`src/rtl/core/ptep_pkg.sv`:
```
package ptep_pkg;

  localparam int CORDIC_STEPS = 16;
  localparam int ATAN_LEN = 24;
  localparam int CW = 36;
  localparam int AW = 34;
  localparam int VW = 56;
  localparam int NW = 31;
  localparam int IDXW = 4;
  localparam int CFGW = 63;

  localparam logic [IDXW-1:0] REG_ROT_X  = 4'd0;
  localparam logic [IDXW-1:0] REG_ROT_Y  = 4'd1;
  localparam logic [IDXW-1:0] REG_ROT_Z  = 4'd2;
  localparam logic [IDXW-1:0] REG_SHIFT_X = 4'd3;
  localparam logic [IDXW-1:0] REG_SHIFT_Y = 4'd4;
  localparam logic [IDXW-1:0] REG_SHIFT_Z = 4'd5;
  localparam logic [IDXW-1:0] REG_PANO_W = 4'd6;
  localparam logic [IDXW-1:0] REG_PANO_H = 4'd7;

  localparam logic signed [AW-1:0] HALF_TURN = 34'sd2147483648;
  localparam logic signed [AW-1:0] QUARTER_TURN = 34'sd1073741824;

  localparam logic [31:0] ATAN_TAB [0:ATAN_LEN-1] = '{
    32'd536870912, 32'd316933406, 32'd167458907, 32'd85004756, 32'd42667331,
    32'd21354465, 32'd10679838, 32'd5340245, 32'd2670163, 32'd1335087,
    32'd667544, 32'd333772, 32'd166886, 32'd83443, 32'd41721, 32'd20860,
    32'd10430, 32'd5215, 32'd2607, 32'd1303, 32'd651, 32'd325, 32'd162, 32'd81
  };

  typedef struct packed {
    logic signed [CW-1:0] x;
    logic signed [CW-1:0] y;
    logic signed [AW-1:0] ang;
    logic signed [AW-1:0] theta;
    logic signed [NW-1:0] z;
    logic                 zero_f;
  } cord_t;

  // vectoring gain, from running the rotation on (2^30, 0)
  function automatic longint cordic_gain();
    longint x;
    longint y;
    longint dx;
    longint dy;
    x = 64'sd1073741824;
    y = 0;
    for (int i = 0; i < CORDIC_STEPS; i++) begin
      dx = y >>> i;
      dy = x >>> i;
      if (y >= 0) begin
        x = x + dx;
        y = y - dy;
      end else begin
        x = x - dx;
        y = y + dy;
      end
    end
    return x;
  endfunction

  localparam longint GAIN = cordic_gain();

  // fold the left half plane onto the right half
  function automatic cord_t prerot(input logic signed [CW-1:0] a,
                                   input logic signed [CW-1:0] b,
                                   input logic signed [AW-1:0] theta,
                                   input logic zero_f);
    cord_t c;
    c.x = a;
    c.y = b;
    c.ang = '0;
    c.theta = theta;
    c.z = '0;
    c.zero_f = zero_f;
    if (a < 0) begin
      if (b >= 0) begin
        c.x = b;
        c.y = -a;
        c.ang = QUARTER_TURN;
      end else begin
        c.x = -b;
        c.y = a;
        c.ang = -QUARTER_TURN;
      end
    end
    return c;
  endfunction

endpackage

```
`src/rtl/core/ptep_cordic_stage.sv`:
```
module ptep_cordic_stage (
  input  logic             clk,
  input  logic             rst_n,
  input  logic             en,
  input  logic [4:0]       step,
  input  logic             vld_i,
  input  ptep_pkg::cord_t  d_i,
  output logic             vld_o,
  output ptep_pkg::cord_t  q_o
);

  logic                           vld_r;
  ptep_pkg::cord_t                q_r;
  ptep_pkg::cord_t                q_nxt;
  logic signed [ptep_pkg::CW-1:0] dx;
  logic signed [ptep_pkg::CW-1:0] dy;
  logic signed [ptep_pkg::AW-1:0] da;

  always_comb begin
    dx = d_i.y >>> step;
    dy = d_i.x >>> step;
    da = ptep_pkg::AW'(ptep_pkg::ATAN_TAB[step]);
    q_nxt = d_i;
    if (d_i.y >= 0) begin
      q_nxt.x = d_i.x + dx;
      q_nxt.y = d_i.y - dy;
      q_nxt.ang = d_i.ang + da;
    end else begin
      q_nxt.x = d_i.x - dx;
      q_nxt.y = d_i.y + dy;
      q_nxt.ang = d_i.ang - da;
    end
  end

  always_ff @(posedge clk) begin
    if (!rst_n) begin
      vld_r <= 1'b0;
    end else if (en) begin
      vld_r <= vld_i;
    end
  end

  always_ff @(posedge clk) begin
    if (en) begin
      q_r <= q_nxt;
    end
  end

  assign vld_o = vld_r;
  assign q_o = q_r;

endmodule

```
`config.mk`:
```
export PLATFORM = sky130hd
export DESIGN_NAME = ptep_cordic_stage
export DESIGN_NICKNAME = d
export VERILOG_FILES = /design/src/rtl/core/ptep_pkg.sv /design/src/rtl/core/ptep_cordic_stage.sv
export SDC_FILE = /design/constraint.sdc
export NUM_CORES = 1
export LEC_CHECK = 0
export BUFFER_PORTS_ARGS = -buffer_cell sky130_fd_sc_hd__buf_2
export CORE_MARGIN = 1.5
export CORE_UTILIZATION = 50
export CTS_CLUSTER_DIAMETER = 50
export CTS_CLUSTER_SIZE = 8
export DETAILED_ROUTE_END_ITERATION = 10
export PLACE_DENSITY_LB_ADDON = 0.05
export SLEW_MARGIN = 20
export SYNTH_ARGS = -nofsm -noshare
export SYNTH_HDL_FRONTEND = slang
export SYNTH_SLANG_ARGS = --single-unit
```
`constraint.sdc`:
```
create_clock -name clk -period 8.9 [get_ports clk]
set_clock_uncertainty 0.1 [all_clocks]
set_input_delay 0.89 -clock clk [delete_from_list [all_inputs] [get_ports clk]]
set_output_delay 0.89 -clock clk [all_outputs]
set_load 0.01 [all_outputs]
```
After elaboration in Yosys (flattened, before gate mapping). Memory sizes are Yosys's and may differ from the RTL's. Index checks and enable logic that the tools add are counted. W data, S select, Z words.

Memories kept: 1. Memory bits (read-only): 1024. Input port bits: 181. Register bits after elaboration: 173. Output and inout bits: 173. Word-level logic and storage cells: 22.

Muxes and demuxes: 3. $lt $le $gt $ge: 2. $add $sub $neg: 6. Bitwise operators: 1. Shift-type cells: 2.

Memory list: (no name shown) (words 32, width 32, read ports 1, clocked after memory_dff 0, wr ports 0, line ptep_cordic_stage.sv:22) `da = ptep_pkg::AW'(ptep_pkg::ATAN_TAB[step]);`.

Operators by type and width (count): $mux W106 (1); $add A36 B36 Y36 (2); $sshr A36 B5 Y36 (2); $sub A36 B36 Y36 (2); $mux W32 (2); $ge A36 B1 Y1 const B (1); $add A34 B33 Y34 (1); $sub A34 B33 Y34 (1); $ge A6 B6 Y1 const B (1); $not A5 Y6 (1).

Longest topological paths before layout. Gate-level depths: netlist (run 1).

Depth after elaboration: 6. Depth in mapped cells: 29.

Worst setup path before layout (run 1). No wires, ideal clock.

Kind: input port to flip-flop. Start point: input step[1]. End point: register q_r (netlist bit q_o[99]) (data pin). Setup slack: 1960 ps. Library setup time: 273 ps. Stages on the path: 28. Required time: 8527 ps. Data arrival time: 6567 ps. Cells stage by stage: inv_2 -> buf_2 -> buf_2 -> clkbuf_1 -> ha_1 -> clkbuf_1 -> nor2_1 -> a21oi_1 -> a221o_1 -> inv_1 -> ha_1 -> and3_1 -> nand3b_1 -> inv_1 -> a31o_2 -> clkbuf_1 -> xor2_1 -> ha_1 -> nand4_1 -> nor2_1 -> and3_1 -> o211a_1 -> a41o_1 -> o41a_1 -> o41ai_1 -> nor3_1 -> a2111oi_0 -> xnor2_1.

RTL lines: start: declaration (line ptep_cordic_stage.sv:5) `input logic [4:0] step,`; end signal: assignment (line ptep_cordic_stage.sv:45) `q_r <= q_nxt;`; end: declaration (line ptep_cordic_stage.sv:13) `ptep_pkg::cord_t q_r;`.

==> flow_summary.toml, run 1 <==
[outcome]
status = "finished clean"

[critical_path]
cp.buffers_inverters = 1
critical_path.cell_chain = "buf_6 -> mux4_2 -> mux2i_1 -> mux2i_1 -> a221oi_1 -> nand4_1 -> or3_1 -> or3_1 -> o21ai_1 -> xnor2_1 -> ha_1 -> a21o_1 -> a21o_1 -> a21o_1 -> a21o_1 -> a211oi_1 -> a21oi_1 -> and3_1 -> nor4_1 -> o31ai_1 -> xnor2_1"
cpPeakStageDelay_ns = 0.74
crit_slowest_cell = "a221oi_1"
crit_top_cell = "a21o_1"
cp-end-kind = "register"
path_max_fanout = 74
worstPathRequired_ns = 9.03
arrival_ns = 7.51
crit_type = "in2reg"
crit_family = "compound AO/OA/AOI/OAI gates"
start_kind = "input pin"

[drt]
firstDrtPassIters = 5
wl_per_cell_um = 24.17
via_per_inst = 6.392
initialDrtViolationCount = 1680
ant_nets = 0
drc = 0
vias = 16640
wl_mm = 62.93

[pwr]
peakVddDrop_mv = 0.1514
powerDensity_nw_per_um2 = 173.8
leakage_nw = 8.531

[sta]
fin_crit_sh_pct = 82.90
fmax_mhz = 135.5
hold_violations = 0
tns_ns = 0
fin_crit_ns = 7.378
max_slew_margin_pct = 33.37
maxSlewViolCount = 0
finalSetupViolCount = 0
holdWs_ns = 0.4258
rsz0062_at_grt = "false"
tightestPinTransition_ns = 0.9889

[flow_run]
max-cap-violations = 0

[global_route]
grt_pass1_vias = 15930
grt_usage_pct = 33.71
antenna_found_initial = 3
grt_start_max_net_pins = 77
grt_pass1_wl_mm = 94.42
overflow = 0

[die]
rows = 69
die_y_um = 192.8
ioPinCount = 354
die_x_um = 192.8
start_util_pct = 50.77
core_um2 = 35480
die-area_um2 = 37170

[yosys]
ys_seq_area_share_pct = 28.78
netlist-cell-type-count = 100
ys_warn_count = 0
synth_fp_nets = 2122
synth-async-reset-ratio_pct = 0
syn_inst = 1825
synth_edf_count = 172
syn_area_um2 = 18010
syn_avg_cell_area_um2 = 9.870
synth_ff_type = "edfxtp_1"
synth_seq_cells = 173

[finish]
nFillCells = 3200
final_nets = 2424
area_growth_syn_to_layout_pct = 14.99
drive_gt1_share_pct = 27.38

[clock_network]
root_buffer = "clkbuf_16"
cts_setup_buffers = 0
clk_pin_slew_ns = 0.08
cts-hold-fix-buffers = 0
numCtsBuffers = 17
clk_latency_ns = 0.46
cts_tree = "built"
clock_sinks = 173
cts_resized = 0
clockBufferDepth = 2
cts_max_level = 4

[min_path]
hp-class = "reg2reg"

[place]
portBuffers = 353
gp_congestion = 1.016
hpwlAfterDp_mm = 48.86
## final timing paths
| path | from | endpoint | slack, ns | depth (start not counted) |
|---|---|---|---|---|
| max | step[0] | q_o[135] | 1.52 | 21 |
| min | vld_o | vld_o | 0.43 | 2 |
| max reg2reg | vld_o | vld_o | 8.21 | 2 |
| min reg2reg | vld_o | vld_o | 0.43 | 2 |
## through the flow
| stage | setup WS (ns) | total power, W | cell area, um2 | utilization (%) | instances |
|---|---|---|---|---|---|
| global placement | 1.317 | 0.002811 | 20100 | 56.66 | 2569 |
| CTS | 1.549 | 0.003603 | 20700 | 58.34 | 2601 |
| floorplan | 1.960 | 0.002286 | 18010 | - | 1825 |
| global route | 0.7999 | 0.003812 | 20710 | 58.37 | 2603 |
| detailed placement | 1.071 | 0.002827 | 20100 | 56.66 | 2569 |
| finish | 1.522 | 0.003601 | 20710 | 58.38 | 2604 |
## state kept, by name (all words and copies together), names as in the netlist
name / count
q_o: 172
vld_o: 1
## tightest hold or removal path, stage by stage (launching register included)
cell     delay [ns]
dfxtp_1        0.31
mux2i_1        0.11
nor2b_1        0.06
## cells in the final DEF, fill, tap and decap left out, drive strengths merged, types with 22 or more instances in the layout
| cell | Yosys | layout |
|---|---|---|
| mux4 | 98 | 98 |
| edfxtp | 172 | 172 |
| nand3 | 31 | 31 |
| o21ai | 110 | 110 |
| xor2 | 59 | 59 |
| nand4 | 22 | 22 |
| nor2 | 152 | 152 |
| ha | 113 | 113 |
| a31oi | 22 | 22 |
| a21oi | 134 | 134 |
| mux2i | 69 | 69 |
| inv | 59 | 66 |
| nor3 | 31 | 31 |
| a21o | 53 | 53 |
| xnor2 | 121 | 121 |
| buf | 57 | 381 |
| mux2 | 36 | 36 |
| nand2 | 136 | 136 |
## per-layer routing
layer  GRT usage, %  share of wire (%)
met1          43.03                 40
met4          15.38                4.5
met5              0              0.013
met3          6.037                8.5
met2          55.47                 47
## synth_stat cells (7+ instances only)
cell type | n | share of area [%]
edfxtp_1 | 172 | 29
nor2_1 | 152 | 3.2
nand2_1 | 136 | 2.8
a21oi_1 | 133 | 3.7
xnor2_1 | 121 | 5.9
ha_1 | 113 | 7.8
o21ai_0 | 102 | 2.8
mux4_2 | 98 | 12
mux2i_1 | 69 | 3.8
xor2_1 | 59 | 2.9
inv_1 | 57 | 1.2
a21o_1 | 53 | 2.2
clkbuf_1 | 41 | 0.85
mux2_2 | 31 | 1.9
nand3_1 | 30 | 0.83
buf_2 | 29 | 0.81
nor3_1 | 28 | 0.78
a31oi_1 | 22 | 0.76
o21bai_1 | 21 | 0.88
o22ai_1 | 21 | 0.73
nand4_1 | 19 | 0.66
nand2b_1 | 18 | 0.63
a211oi_1 | 17 | 0.71
and2_1 | 17 | 0.59
o211ai_1 | 17 | 0.71
o21a_1 | 14 | 0.58
buf_1 | 13 | 0.27
nor2b_1 | 13 | 0.45
o31ai_1 | 12 | 0.50
a221oi_1 | 9 | 0.44
buf_6 | 9 | 0.56
a32o_1 | 8 | 0.44
or3_1 | 8 | 0.28
and3_1 | 7 | 0.24
nor4_1 | 7 | 0.24
o21ai_1 | 7 | 0.19
or2_2 | 7 | 0.24
## cells by family (layout without fill, tap and decap cells)
| group | Yosys count | after routing | synth area share [%] |
|---|---|---|---|
| AO/OA/AOI/OAI | 524 | 524 | 19.34 |
| XOR/XNOR | 180 | 180 | 8.752 |
| adder cells (fa/ha/maj) | 116 | 116 | 8.182 |
| buffers and inverters | 158 | 473 | 3.994 |
| flip-flops | 173 | 173 | 28.78 |
| multiplexers | 203 | 203 | 18.36 |
| other | 0 | 3 | 0 |
| AND/OR/NAND/NOR | 471 | 471 | 12.59 |
## report_power, final
| part | switching, W | leakage [nW] | internal, W |
|---|---|---|---|
| logic | 0.000987 | 6.55 | 0.000688 |
| clock network | 0.000388 | 0.288 | 0.000379 |
| registers | 0.0000424 | 1.69 | 0.00112 |
| total | 0.00142 | 8.53 | 0.00218 |
## final cells by class
type / instances / area, um2 / share of cell area, %
inverters: 60 / 225.2 / 1.087
repair buffers: 381 / 2007 / 9.689
flip-flops and latches: 173 / 5185 / 25.03
well taps: 461 / 576.8 / 2.785
diodes: 3 / 7.507 / 0.03624
clock inverters: 15 / 172.7 / 0.8336
multi-input cells: 1494 / 12110 / 58.48
clock buffers: 17 / 425.4 / 2.054
Power figures use the tool's default switching activity.
==> run 2, diff against run 1 <==
Clock period 8.9 ns to 6.4 ns, I/O delays scaled along.
==> flow_summary.toml, run 2 (synthesized netlist as in run 1, its figures left out) <==
[pwr]
combPwrFrac_pct = 49.5
swShare_pct = 38.75
peakVddDrop_mv = 0.1984
p_sw_w = 0.002082
p_seq_share_pct = 30.0
power.share.clock_pct = 20.6
intPower_w = 0.003290
report.power.total_w = 0.005372
powerDensity_nw_per_um2 = 236.1
leakage_nw = 9.770

[place]
dp_slack_ns = -0.1653
portBuffers = 353
gp_congestion = 0.9789
hpwlAfterDp_mm = 53.44
placedCellCount = 2808

[critical_path]
arrival_ns = 6.12
cp-end-kind = "register"
path_max_fanout = 23
worstPathRequired_ns = 6.51
start_kind = "input pin"
crit_type = "in2reg"

[finish]
drive_gt1_share_pct = 34.82
nFillCells = 2944
final_nets = 2665
final_cell_mix = "buf_2, buf_4, edfxtp_1"
largest_reg_flops = 172
final_common_cell = "buf_2"
seq_area_um2 = 5185
area_growth_syn_to_layout_pct = 26.28
multi_input_area_um2 = 12140
layout.cells.non_filler = 2844

[drt]
via_per_inst = 6.251
drc = 0
ant_nets = 0
firstDrtPassIters = 5
wl_mm = 67.38
initialDrtViolationCount = 1551
wl_per_cell_um = 23.69
vias = 17780

[die]
ioPinCount = 354
die_x_um = 192.8
rows = 69
die-area_um2 = 37170
core_um2 = 35480
start_util_pct = 50.77
die_y_um = 192.8

[clock_network]
cts_max_level = 4
clk_pin_slew_ns = 0.08
clock_sinks = 173
clockBufferDepth = 2
clk_latency_ns = 0.45
root_buffer = "clkbuf_16"
cts_tree = "built"
numCtsBuffers = 17
cts-hold-fix-buffers = 0

[sta]
rsz0062_at_grt = "false"
finalSetupViolCount = 0
tightestPinTransition_ns = 0.8961
fmax_mhz = 166.3
tns_ns = 0
fin_ws_ns = 0.3879
max_slew_margin_pct = 40.26
hold_violations = 0
holdWs_ns = 0.2538
fin_crit_ns = 6.012
maxSlewViolCount = 0
fin_crit_sh_pct = 93.94

[global_route]
grt_pass1_wl_mm = 100.7
grt_pass1_vias = 17050
antenna_found_initial = 3
overflow = 0
grt_start_max_net_pins = 93
grt_usage_pct = 35.97

[min_path]
hp-class = "in2reg"

[flow_run]
max-cap-violations = 0

[outcome]
status = "finished clean"
run 2: cell count changes in the layout (fill, tap and decap cells not counted), sizes merged:
cell,before,now
buf,381,622
clkinv,8,7
diode,3,2
inv,66,67
run 2: power by group through the flow:
stage | registers (W) | clock network [W] | logic [W]
5_1_grt | 0.00163 | 0.00116 | 0.00287
3_5_place_dp | 0.00164 | 0 | 0.00260
2_1_floorplan | 0.00176 | 0 | 0.00142
4_1_cts | 0.00161 | 0.00113 | 0.00262
3_3_place_gp | 0.00163 | 0 | 0.00257
6_report | 0.00161 | 0.00110 | 0.00266
run 2: stage by stage:
step	instance area [um2]	utilization, %
final	22750	64.11
after global routing	22750	64.11
after global placement	22080	62.23
after detailed placement	22080	62.23
after CTS	22710	64.00
after floorplan	18020	-
run 2: timing repair:
| action | 4_1_cts | 5_1_grt |
|---|---|---|
| setup endpoints to repair | 0 | 2 |
| hold endpoints to repair | 0 | 0 |
| setup buffers | 0 | 2 |
| gates resized for setup | 0 | 2 |
run 2: layout make-up:
cell class	instances	area share (%)
diodes	2	0.02200
clock buffers	17	1.870
well taps	461	2.536
clock inverters	15	0.8910
multi-input cells	1494	53.35
flip-flops and latches	173	22.79
inverters	60	0.9900
repair buffers	622	17.55
run 2: metal layers:
metal	GRT usage, %	part of all wire [%]
met3	5.983	8.4
met5	0	0
met2	60.27	48
met4	16.16	4.5
met1	45.40	39
run 2: worst paths after layout:
path,cells past startpoint,slack [ns],to,startpoint
worst max-delay path,24,0.39,q_o[171],step[0]
worst min register to register,2,0.42,vld_o,vld_o
worst min-delay path,1,0.25,q_o[59],d_i[59]
worst max register to register,2,5.70,vld_o,vld_o
run 2: critical path, stage by stage:
cell,delay (ns)
buf_6,0.18
buf_12,0.22
buf_4,0.19
mux4_2,0.55
nand2_1,0.10
o21ai_0,0.18
a221oi_2,0.48
buf_4,0.21
nand4_4,0.12
or3_1,0.42
o41ai_1,0.48
xor2_1,0.13
ha_1,0.32
nand2_1,0.08
nor3_1,0.29
nand2_1,0.10
o211ai_1,0.18
buf_4,0.19
a21oi_1,0.11
a21o_1,0.22
o211ai_1,0.17
o211ai_1,0.15
o21ai_0,0.25
xnor2_1,0.10
